**config.mk**
```make
export PLATFORM = sky130hd
export DESIGN_NAME = unique_key_stack_unit
export DESIGN_NICKNAME = d
export VERILOG_FILES = /design/src/ukst_pkg.sv /design/src/ukst_ram.sv /design/src/unique_key_stack_unit.sv
export SDC_FILE = /design/constraint.sdc
export NUM_CORES = 1
export LEC_CHECK = 0
export ABC_AREA = 1
export BUFFER_PORTS_ARGS = -buffer_cell sky130_fd_sc_hd__buf_4
export CAP_MARGIN = 0
export CORE_AREA = 2 2 221 223
export CTS_BUF_LIST = sky130_fd_sc_hd__clkbuf_8
export CTS_CLUSTER_DIAMETER = 200
export DETAILED_ROUTE_END_ITERATION = 8
export DIE_AREA = 0 0 223 225
export HOLD_SLACK_MARGIN = 0.15
export PLACE_DENSITY = 0.82
export REMOVE_ABC_BUFFERS = 1
export SYNTH_ARGS = -nofsm -noshare
export SYNTH_HDL_FRONTEND = slang
export SYNTH_SLANG_ARGS = --single-unit
```
**constraint.sdc**
```tcl
create_clock -name i_clk -period 4.8 [get_ports i_clk]
set_input_delay 0.72 -clock i_clk [delete_from_list [all_inputs] [get_ports i_clk]]
set_output_delay 0.72 -clock i_clk [all_outputs]
set_load 0.03 [all_outputs]
```
**src/ukst_pkg.sv**
```systemverilog
// Shared types and constants for the unique key stack.
// No dependencies; used by unique_key_stack_unit.
package ukst_pkg;

    localparam int DEPTH_DEF = 16;
    localparam int KEY_W     = 32;
    localparam int KIND_W    = 2;
    localparam int STATUS_W  = 2;

    typedef enum logic [KIND_W-1:0] {
        KIND_PUSH   = 2'd0,
        KIND_POP    = 2'd1,
        KIND_SEARCH = 2'd2
    } t_kind;

    typedef enum logic [STATUS_W-1:0] {
        ST_DONE    = 2'd0,
        ST_PRESENT = 2'd1,
        ST_EMPTY   = 2'd2,
        ST_FULL    = 2'd3
    } t_status;

endpackage

```
**src/ukst_ram.sv**
```systemverilog
// Generic single-write, single-read RAM with a registered read.
// No dependencies.
module ukst_ram #(
    parameter int W = 32,
    parameter int D = 16,
    localparam int AW = (D > 1) ? $clog2(D) : 1
) (
    input  logic          i_clk,
    input  logic          i_we,
    input  logic [AW-1:0] i_waddr,
    input  logic [W-1:0]  i_wdata,
    input  logic          i_re,
    input  logic [AW-1:0] i_raddr,
    output logic [W-1:0]  o_rdata
);

    logic [W-1:0] r_mem [D];
    logic [W-1:0] r_rdata;

    always_ff @(posedge i_clk) begin
        if (i_we) begin
            r_mem[i_waddr] <= i_wdata;
        end
        if (i_re) begin
            r_rdata <= r_mem[i_raddr];
        end
    end

    assign o_rdata = r_rdata;

endmodule

```
**src/unique_key_stack_unit.sv**
```systemverilog
// Unique key stack top level: request handshake, scan sequencer, result register.
// Depends on ukst_pkg and ukst_ram.
//
// A LIFO of signed 32-bit keys that holds each key at most once. Keys live in
// one RAM with a registered read; a push or search reads the stored entries
// from the bottom, one per cycle, and stops at the first match. The result
// appears on the output in the same cycle that the next request can be taken.
// One request is worked on at a time; a new request is taken while the
// previous result still waits on the output, and a finished request holds in
// its last cycle while that result is not yet taken. Every result carries the
// entry count after the request.
module unique_key_stack_unit #(
    parameter int DEPTH = ukst_pkg::DEPTH_DEF,
    localparam int CW     = $clog2(DEPTH + 1),
    localparam int AW     = (DEPTH > 1) ? $clog2(DEPTH) : 1,
    localparam int OUT_DW = ((1 + ukst_pkg::KEY_W + CW + 7) / 8) * 8
) (
    input  logic                        i_clk,
    input  logic                        i_rst_n,
    input  logic                        s_axis_tvalid,
    output logic                        s_axis_tready,
    input  logic [ukst_pkg::KEY_W-1:0]  s_axis_tdata,  // [31:0] key
    input  logic [ukst_pkg::KIND_W-1:0] s_axis_tuser,  // [1:0] kind
    output logic                        m_axis_tvalid,
    input  logic                        m_axis_tready,
    output logic [OUT_DW-1:0]           m_axis_tdata,  // found, popped_key, entry_count, zero pad
    output logic [ukst_pkg::STATUS_W-1:0] m_axis_tuser // [1:0] status
);

    typedef enum logic [1:0] {
        S_IDLE,
        S_SCAN,
        S_DONE
    } t_state;

    t_state                      r_state;
    logic [CW-1:0]               r_count;
    logic [CW-1:0]               r_addr;
    logic                        r_rd_vld;
    logic                        r_found;
    ukst_pkg::t_kind             r_kind;
    logic [ukst_pkg::KEY_W-1:0]  r_key;

    logic                          r_out_vld;
    ukst_pkg::t_status             r_out_status;
    logic                          r_out_found;
    logic [ukst_pkg::KEY_W-1:0]    r_out_popped;
    logic [CW-1:0]                 r_out_count;

    logic                        req_fire;
    logic                        out_free;
    logic                        hit;
    logic                        n_found;
    logic                        scan_more;
    logic                        ram_we;
    logic                        ram_re;
    logic [AW-1:0]               ram_raddr;
    logic [ukst_pkg::KEY_W-1:0]  ram_rdata;
    logic                        is_full;
    logic                        is_empty;
    ukst_pkg::t_status           n_out_status;
    logic [ukst_pkg::KEY_W-1:0]  n_out_popped;
    logic [CW-1:0]               n_count;

    assign s_axis_tready = (r_state == S_IDLE);
    assign req_fire      = s_axis_tvalid && s_axis_tready;
    assign out_free      = !r_out_vld || m_axis_tready;
    assign is_full       = (r_count == CW'(DEPTH));
    assign is_empty      = (r_count == '0);

    assign hit       = r_rd_vld && (ram_rdata == r_key);
    assign n_found   = r_found || hit;
    assign scan_more = !n_found && (r_addr < r_count);

    assign ram_we = (r_state == S_DONE) && out_free && (r_kind == ukst_pkg::KIND_PUSH)
                    && !r_found && !is_full;

    always_comb begin
        ram_re    = 1'b0;
        ram_raddr = '0;
        if (req_fire) begin
            if (ukst_pkg::t_kind'(s_axis_tuser) == ukst_pkg::KIND_POP) begin
                ram_re    = !is_empty;
                ram_raddr = AW'(r_count - CW'(1));
            end else begin
                ram_re    = !is_empty;
                ram_raddr = '0;
            end
        end else if (r_state == S_SCAN) begin
            ram_re    = scan_more;
            ram_raddr = r_addr[AW-1:0];
        end
    end

    always_comb begin
        n_out_status = ukst_pkg::ST_DONE;
        n_out_popped = '0;
        n_count      = r_count;
        case (r_kind)
            ukst_pkg::KIND_PUSH: begin
                if (r_found) begin
                    n_out_status = ukst_pkg::ST_PRESENT;
                end else if (is_full) begin
                    n_out_status = ukst_pkg::ST_FULL;
                end else begin
                    n_count = r_count + CW'(1);
                end
            end
            ukst_pkg::KIND_POP: begin
                if (is_empty) begin
                    n_out_status = ukst_pkg::ST_EMPTY;
                end else begin
                    n_count      = r_count - CW'(1);
                    n_out_popped = ram_rdata;
                end
            end
            default: begin
            end
        endcase
    end

    ukst_ram #(
        .W (ukst_pkg::KEY_W),
        .D (DEPTH)
    ) u_ram (
        .i_clk   (i_clk),
        .i_we    (ram_we),
        .i_waddr (r_count[AW-1:0]),
        .i_wdata (r_key),
        .i_re    (ram_re),
        .i_raddr (ram_raddr),
        .o_rdata (ram_rdata)
    );

    always_ff @(posedge i_clk) begin
        if (!i_rst_n) begin
            r_state   <= S_IDLE;
            r_count   <= '0;
            r_rd_vld  <= 1'b0;
            r_out_vld <= 1'b0;
        end else begin
            // in S_DONE a taken result is always replaced by the new one
            if (m_axis_tvalid && m_axis_tready && (r_state != S_DONE)) begin
                r_out_vld <= 1'b0;
            end
            case (r_state)
                S_IDLE: begin
                    if (req_fire) begin
                        r_kind   <= ukst_pkg::t_kind'(s_axis_tuser);
                        r_key    <= s_axis_tdata;
                        r_found  <= 1'b0;
                        r_addr   <= CW'(1);
                        r_rd_vld <= !is_empty;
                        if (ukst_pkg::t_kind'(s_axis_tuser) == ukst_pkg::KIND_PUSH ||
                            ukst_pkg::t_kind'(s_axis_tuser) == ukst_pkg::KIND_SEARCH) begin
                            r_state <= S_SCAN;
                        end else begin
                            r_state <= S_DONE;
                        end
                    end
                end
                S_SCAN: begin
                    r_found <= n_found;
                    if (scan_more) begin
                        r_addr   <= r_addr + CW'(1);
                        r_rd_vld <= 1'b1;
                    end else begin
                        r_rd_vld <= 1'b0;
                        r_state  <= S_DONE;
                    end
                end
                S_DONE: begin
                    if (out_free) begin
                        r_out_vld    <= 1'b1;
                        r_out_found  <= r_found;
                        r_out_popped <= n_out_popped;
                        r_out_status <= n_out_status;
                        r_out_count  <= n_count;
                        r_count      <= n_count;
                        r_state      <= S_IDLE;
                    end
                end
                default: begin
                    r_state <= S_IDLE;
                end
            endcase
        end
    end

    assign m_axis_tvalid = r_out_vld;
    assign m_axis_tuser  = r_out_status;
    assign m_axis_tdata  = OUT_DW'({r_out_count, r_out_popped, r_out_found});

endmodule

```
Yosys cells after proc, flatten, opt, wreduce, memory -nomap -nowiden
Memories as Yosys holds them, arrays and structs flattened. A register that Yosys moved wholly into a read port is not among the register bits.
Cells that the tools add are included.
Widths: inputs -> output; s select.

storage, ports and cells
  RAM bits = 512
  flip-flop bits (word level) = 89
  word-level logic and storage cells = 91
  output and inout bits = 44
  memories = 1
  input port bits = 38

memories
  name         depth  bits a word  rd ports  clocked after Yosys merged registers in  wr ports  RTL line        source
  u_ram.r_mem  16     32           1         1                                        1         ukst_ram.sv:17  logic [W-1:0] r_mem [D];

cells by class
  bitwise logic cells = 1
  add/subtract/negate cells = 3
  eq/ne operators = 12
  reductions and logical operators = 30
  muxes and demuxes = 31
  order comparisons = 1

operator list
  kind                 count
  $eq 32x32->1         1
  $mux 5               5
  $pmux 5 s2           2
  $mux 2               7
  $mux 4               3
  $reduce_and 3->1     4
  $add 5x1->5 const B  2
  $mux 1               10
  $logic_and 1x1->1    9
  $ne 2x2->1 const B   4
  $eq 2x1->1 const B   3
  $logic_not 2->1      3
  $pmux 2 s3           1
  $eq 5x5->1 const B   1
  $logic_not 1->1      5
  $logic_not 5->1      1
  $lt 5x5->1           1
  $sub 5x1->5 const B  1
  $eq 2x2->1 const B   2
  $pmux 1 s2           2
  $pmux 2 s2           1
  $reduce_and 2->1     2
  $reduce_and 4->1     1
  $logic_or 1x1->1     3
  other kinds (4)      4

Longest topological paths before layout
Gate-level depths: netlist (run 1).

  word-level depth = 8
  depth in mapped cells = 13
  depth with buffers taken out = 13

Hierarchy
Synthesis (run 1) repeated with hierarchy kept, for this count alone.

unflattened totals
  cell total of the unflattened synthesis = 2530
  area, all modules = 27143.5 um2

modules (own cells, without submodules)
  module                 times used  cells each  seq. area each (um2)  area each (um2)
  ukst_ram               1           2120        16335.7               23050.9
  unique_key_stack_unit  1           410         2582.5                4092.7

Worst setup path after synthesis (run 1)
No wires, ideal clock.

  path type = input-to-reg
  from = input port m_axis_tready
  to = memory u_ram.r_mem[0][0], enable pin
  path buffers = 0
  required time = 4379 ps
  stages = 6
  library setup time = 421 ps
  arrival time = 2949 ps
  path slack = 1430 ps
  cell sequence = nor2_1 -> nor2_1 -> clkinv_1 -> nor4_2 -> nand2_1 -> nor2_1

between the ends
  cells in the longest elaborated chain, start to end = 7

RTL lines
  element                         RTL line                     source
  start: declaration              unique_key_stack_unit.sv:25  input logic m_axis_tready,
  $logic_or 1x1->1                unique_key_stack_unit.sv:67  assign out_free = !r_out_vld || m_axis_tready;
  $logic_and 1x1->1 (2 in a row)  unique_key_stack_unit.sv:75  assign ram_we = (r_state == S_DONE) && out_free && (r_kind == ukst_pkg::KIND_PUSH)
  $logic_and 1x1->1 (2 in a row)  unique_key_stack_unit.sv:76  && !r_found && !is_full;
  $mux 1                          ukst_ram.sv:21               if (i_we) begin
  $mux 1 (not written as such)    ukst_ram.sv:22               r_mem[i_waddr] <= i_wdata;
  end: declaration                ukst_ram.sv:17

Every way passes these cells.

Worst setup path in the final report (run 1)
  from = register r_count[0]
  to = memory u_ram.r_mem[6][27], enable pin

between the ends
  cells in the longest elaborated chain, start to end = 5

RTL lines
  element                       RTL line                      source
  start: declaration            unique_key_stack_unit.sv:37   logic [CW-1:0] r_count;
  start signal: assignment      unique_key_stack_unit.sv:179  r_count <= n_count;
  $eq 5x5->1                    unique_key_stack_unit.sv:68   assign is_full = (r_count == CW'(DEPTH));
  $logic_not 1->1               unique_key_stack_unit.sv:76
  $logic_and 1x1->1             unique_key_stack_unit.sv:76
  $mux 1                        ukst_ram.sv:21
  $mux 1 (not written as such)  ukst_ram.sv:22

Parallel ways exist; a longest one is shown, timed or not.

==> impl_metrics.env, run 1 <==
export IMPL_power_density_mw_per_mm2=407
export IMPL_cts_tree="yes"
export IMPL_synthCells=2083
export IMPL_die_h_um=225
export IMPL_critPathKind="flip-flop to flip-flop"
export IMPL_cp_endpoint="u_ram.r_mem[6][27]$_DFFE_PP_"
export IMPL_layout_common_cells="edfxtp_1 (624), inv_1 (368), nand2_1 (367), o211ai_1 (260), nand3_1 (202)"
export IMPL_ys_ff_latch=633
export IMPL_timing_rr_start="r_count[0]$_SDFFE_PN0P_"
export IMPL_stdcell_count=2873
export IMPL_maxSlewHeadroom_pct=14.6
export IMPL_io_pins=82
export IMPL_path_common_cell="inv_1"
export IMPL_initial_utilization_pct=54.9
export IMPL_dp_hpwl_um=35400
export IMPL_antenna_left=0
export IMPL_cts_clk_slew_worst_paths_ns=0.06
export IMPL_cp_max_fo=32
export IMPL_status="completed"
export IMPL_cts_inserted_buffers=97
export IMPL_grt_max_degree=129
export IMPL_ctsResizeCount=0
export IMPL_startpoint_type="flip-flop"
export IMPL_core_area_mm2=0.0475
export IMPL_syn_area_mm2=0.0261
export IMPL_gp_congestion=0.872
export IMPL_first_iter_violations=2121
export IMPL_synthTopCellsByArea="edfxtp_1 (72%), o211ai_1 (7.5%), nand2_1 (5.3%), inv_1 (4.9%), nand3_1 (3.9%)"
export IMPL_drc=0
export IMPL_clkSinkCount=633
export IMPL_finalSetupViolations=0
export IMPL_nNetsFinal=2229
export IMPL_row_count=80
export IMPL_grt_use_total_pct=24.4
export IMPL_crit_required_ns=5.06
export IMPL_busiest_layer="met2"
export IMPL_hp_start="s_axis_tdata[30]"
export IMPL_cts_hold_buf=0
export IMPL_hold_viol_final=0
export IMPL_critPathArrivalTime_ns=3.70
export IMPL_yosys_warnings=0
export IMPL_ir_worst_vdd_mv=0.210
export IMPL_worstMarginPinSlew_ns=1.28
export IMPL_finClkSkew_ns=0.0528
export IMPL_placed_area_mm2=0.0274
export IMPL_reg2reg_slack_ns=1.36
export IMPL_cp_slowest_stage_delay_ns=1.04
export IMPL_synth_top_area_share_pct=71.8
export IMPL_rsz0062_at_grt="no"
export IMPL_path_cells="inv_1, ha_1, nand3_1, inv_1, nor4_2, nand2_1, nor2_4"
export IMPL_critPathSlowestCell="nor2_4"
export IMPL_num_vias=16700
export IMPL_slew_viol_final=0
export IMPL_overflow=0
export IMPL_period_share_pct=71.6
export IMPL_cts_htree_levels=3
export IMPL_grt_use_met1_pct=31.5
export IMPL_vias_per_cell=5.80
export IMPL_period_needed_ns=3.44
export IMPL_grt_util_met2_pct=40.6
export IMPL_mostFrequentLayoutCell="edfxtp_1"
export IMPL_area_growth_pct=11.5
export IMPL_ctsLongestPathBuffers=3
export IMPL_endpoint_kind="flip-flop"
export IMPL_r2r_cells=7
export IMPL_die_area_mm2=0.0502
export IMPL_drive_above_1_share_pct=11.8
export IMPL_die_w_um=223
export IMPL_worstSkewPairLatency_ns=0.70
export IMPL_synth_avg_cell_area_um2=12.5
export IMPL_p_leak_nw=11.3
export IMPL_holdWs_ns=0.201
export IMPL_dpl_cell_count=2697
export IMPL_cts_root_buf="clkbuf_8"
export IMPL_final_core_util_pct=61.2
export IMPL_synth_cell_types=36
export IMPL_drt_total_wl_um=61100
export IMPL_fmax_mhz=291
export IMPL_crit_family="simple AND/OR/NAND/NOR gates"
export IMPL_grt_pass1_vias=16100
export IMPL_firstDrtPassIters=7
export IMPL_cp_depth=7
export IMPL_startpoint="r_count[0]$_SDFFE_PN0P_"
export IMPL_drv_cap=0
export IMPL_diodes=0
export IMPL_design_area_mm2=0.0291
export IMPL_use_met3_pct=3.44
export IMPL_path_buf_inv=2
export IMPL_cts_setup_buffers=0
export IMPL_synth_top_cell_by_area="edfxtp_1"
export IMPL_min_path_type="primary input to flip-flop"
export IMPL_tns_ns=0
export IMPL_seq_area_frac_synth_pct=72.5
export IMPL_wl_per_cell_um=21.3
export IMPL_antenna_found_initial=0
export IMPL_regToRegEndpoint="u_ram.r_mem[6][27]$_DFFE_PP_"
export IMPL_io_buffers=79
export IMPL_grt_pass1_wl_um=92000
final cells by class:
cell class | instances | area, µm²
Fill cell | 3338 | 18500
Tap cell | 615 | 769
Multi-Input combinational cell | 991 | 5440
Sequential cell | 633 | 18900
Timing Repair Buffer | 109 | 918
Clock buffer | 97 | 1340
Clock inverter | 79 | 389
Inverter | 349 | 1310
cells by family (layout without fill, tap and decap cells):
| kind of cell | after synthesis | count (layout) | synth area share, % |
|---|---|---|---|
| flops | 633 | 633 | 72.5 |
| simple gates | 664 | 664 | 10.7 |
| fa+ha+maj | 10 | 10 | 0.480 |
| other cells | 1 | 2 | 0.0144 |
| buf+inv | 460 | 634 | 7.31 |
| compound gates | 296 | 296 | 8.36 |
| xor+xnor | 19 | 19 | 0.638 |
metrics by stage:
step           setup WS (ns)  total power [mW]
5_1_grt                 1.13              12.2
3_5_place_dp            1.26              7.88
3_3_place_gp            1.32              7.82
4_1_cts                 1.43              11.8
2_1_floorplan          -7.31              7.43
6_report                1.36              11.8
synthesized netlist by cell type, drive strengths merged:
cell	number
a21boi	2
clkbuf	7
o21a	1
buf	104
nor4	1
xor2	8
or2	1
ha	10
edfxtp	624
a21oi	12
o32ai	1
conb	1
clkinv	1
nor2	83
o22ai	4
a211oi	2
xnor2	11
dfxtp	9
o21ai	12
o211ai	260
nor3	1
nand4	5
o31ai	2
inv	348
nand3	202
nand2	371
report_power, final:
group | internal [mW] | total, mW | switching (mW)
Combinational | 0.410 | 1.41 | 1.00
Sequential | 6.25 | 6.38 | 0.131
Clock | 1.96 | 4.03 | 2.07
Total | 8.62 | 11.8 | 3.20
worst register-to-register path, delay by kind of cell (launching register included):
kind / cells / cell delay [ns]
adder cells (fa/ha/maj): 1 / 0.28
buffers and inverters: 2 / 0.31
AND/OR/NAND/NOR: 4 / 1.97
flip-flops: 1 / 0.47
routing by layer:
metal / vias to the layer above / share of wire (%)
met2: 1000 / 49
met1: 7977 / 38
met4: 0 / 4.3
li1: 7535 / -
met3: 157 / 8.9
met5: - / 0
flip-flops by register name, summed over array words and instances (netlist names), 2 cells and up:
register / flops
r_out_count: 5
m_axis_tuser: 2
r_key: 32
u_ram.o_rdata: 32
r_state: 2
r_addr: 5
r_out_popped: 32
u_ram.r_mem: 512
r_count: 5
r_kind: 2
worst min path at each step:
stage / end / slack, ns / cells after the start
final: r_key[30]$_DFFE_PP_ / 0.20 / 1
after global routing: r_key[30]$_DFFE_PP_ / 0.17 / 1
after CTS: r_key[30]$_DFFE_PP_ / 0.16 / 1
after detailed placement: r_rd_vld$_SDFFE_PN0P_ / 0.57 / 4
after global placement: r_state[1]$_SDFFE_PN0P_ / 0.53 / 2
after floorplan: r_state[1]$_SDFFE_PN0P_ / 0.51 / 2
No activity file was read; power rests on OpenSTA's default activity.
==> run 2, diff against run 1 <==
==> constraint.sdc (replaced) <==
create_clock -name i_clk -period 3.2 [get_ports i_clk]
set_input_delay 0.48 -clock i_clk [delete_from_list [all_inputs] [get_ports i_clk]]
set_output_delay 0.48 -clock i_clk [all_outputs]
set_load 0.03 [all_outputs]
==> impl_metrics.env, run 2 (synthesized netlist as in run 1, its figures left out) <==
export IMPL_status="completed"
export IMPL_path_buf_inv=3
export IMPL_min_path_type="primary input to flip-flop"
export IMPL_internal_power_mw=13.1
export IMPL_gp_congestion=0.870
export IMPL_period_needed_ns=2.87
export IMPL_final_setup_worst_slack_ns=0.325
export IMPL_seq_power_share_pct=52.9
export IMPL_drt_met1_wl_um=24500
export IMPL_cts_inserted_buffers=94
export IMPL_path_cells="inv_1, ha_1, nand3_1, inv_1, nor4_2, nand2_1, nor2_4, buf_12"
export IMPL_io_pins=82
export IMPL_critPathArrivalTime_ns=3.27
export IMPL_p_sw_mw=4.91
export IMPL_fmax_mhz=348
export IMPL_worstSkewPairLatency_ns=0.72
export IMPL_drv_cap=0
export IMPL_holdWs_ns=0.335
export IMPL_cts_htree_levels=3
export IMPL_finClkSkew_ns=0.0461
export IMPL_switching_share_pct=27.3
export IMPL_clkPwrFrac_pct=34.5
export IMPL_pwr_share_comb_pct=12.7
export IMPL_grt_pass1_wl_um=96400
export IMPL_final_core_util_pct=63.1
export IMPL_first_iter_violations=2357
export IMPL_die_w_um=223
export IMPL_tns_ns=0
export IMPL_path_common_cell="inv_1"
export IMPL_die_h_um=225
export IMPL_wl_per_cell_um=21.9
export IMPL_crit_family="simple AND/OR/NAND/NOR gates"
export IMPL_crit_required_ns=3.59
export IMPL_ctsLongestPathBuffers=3
export IMPL_critPathKind="flip-flop to flip-flop"
export IMPL_slew_viol_final=0
export IMPL_largest_reg_flops=512
export IMPL_num_vias=17200
export IMPL_top_layer="met5"
export IMPL_routed_wl_met2_um=30000
export IMPL_clkSinkCount=633
export IMPL_power_density_mw_per_mm2=600
export IMPL_drc=0
export IMPL_grt_max_degree=129
export IMPL_vias_per_cell=5.83
export IMPL_ctsResizeCount=0
export IMPL_worstMarginPinSlew_ns=0.851
export IMPL_rsz0062_at_grt="no"
export IMPL_initial_utilization_pct=54.9
export IMPL_io_buffers=79
export IMPL_hold_viol_final=0
export IMPL_antenna_found_initial=2
export IMPL_cts_clk_slew_worst_paths_ns=0.06
export IMPL_period_share_pct=89.8
export IMPL_nNetsFinal=2308
export IMPL_core_area_mm2=0.0475
export IMPL_antenna_left=0
export IMPL_critPathSlowestCell="nor4_2"
export IMPL_drive_above_1_share_pct=13.2
export IMPL_drt_total_wl_um=64400
export IMPL_grt_use_total_pct=25.7
export IMPL_diodes=0
export IMPL_cp_slowest_stage_delay_ns=0.45
export IMPL_overflow=0
export IMPL_firstDrtPassIters=7
export IMPL_area_growth_pct=15.0
export IMPL_endpoint_kind="flip-flop"
export IMPL_cts_root_buf="clkbuf_8"
export IMPL_layout_common_cells="edfxtp_1 (624), nand2_1 (367), inv_1 (367), o211ai_1 (260), nand3_1 (202)"
export IMPL_top_register="u_ram.r_mem"
export IMPL_mostFrequentLayoutCell="edfxtp_1"
export IMPL_place_ws_ns=0.343
export IMPL_cp_max_fo=26
export IMPL_ir_worst_vdd_mv=0.343
export IMPL_maxSlewHeadroom_pct=43.1
export IMPL_cts_setup_buffers=0
export IMPL_wl_met3_um=7310
export IMPL_die_area_mm2=0.0502
export IMPL_grt_pass1_vias=17100
export IMPL_startpoint_type="flip-flop"
export IMPL_p_leak_nw=11.7
export IMPL_cts_tree="yes"
export IMPL_totalPowerFinal_mw=18.0
export IMPL_finalSetupViolations=0
export IMPL_dp_hpwl_um=38100
export IMPL_row_count=80
==> run 2: what timing repair did <==
item	in CTS	in global routing
endpoints found under the setup margin	0	0
hold buffers	36	0
endpoints found under the hold margin	39	0
==> run 2: cell type report <==
class / instances / area, µm²
multi-input combinational: 991 / 5440
inverter: 349 / 1310
tap: 615 / 769
sequential: 633 / 18900
fill: 3267 / 17600
timing repair buffer: 191 / 1810
clock inverter: 70 / 397
clock buffer: 98 / 1350
==> run 2: per-stage QoR <==
step | std cells | cell area [µm²]
3_3_place_gp | 2743 | 27900
3_5_place_dp | 2743 | 27900
6_report | 2947 | 30000
5_1_grt | 2947 | 30000
2_1_floorplan | 1973 | 25500
4_1_cts | 2947 | 30000
==> run 2: routing by layer <==
metal	GRT usage [%]	up-vias
met5	0	-
met4	12.8	2
met3	6.22	199
met2	40.1	1091
met1	34.0	8208
li1	-	7692
==> run 2: worst register-to-register path: stages (launching register included) <==
cell	delay (ns)
dfxtp_1	0.42
inv_1	0.19
ha_1	0.28
nand3_1	0.15
inv_1	0.11
nor4_2	0.45
nand2_1	0.37
nor2_4	0.36
buf_12	0.24
==> run 2: worst paths after layout <==
path                                start                            end  slack, ns  cells past startpoint
hold / removal              s_axis_tvalid        r_state[0]$_SDFFE_PN0P_       0.33                      7
hold reg to reg   r_state[1]$_SDFFE_PN0P_        r_state[1]$_SDFFE_PN0P_       0.57                      2
setup reg to reg  r_count[0]$_SDFFE_PN0P_  u_ram.r_mem[13][29]$_DFFE_PP_       0.33                      8
setup / recovery  r_count[0]$_SDFFE_PN0P_  u_ram.r_mem[13][29]$_DFFE_PP_       0.33                      8
==> run 2: power groups by stage <==
stage,combinational (mW),clock (mW),sequential (mW)
final,2.28,6.20,9.52
after global routing,2.47,6.57,9.53
after CTS,2.24,6.22,9.52
after detailed placement,2.19,0,9.69
after global placement,2.11,0,9.68
after floorplan,1.41,0,9.74
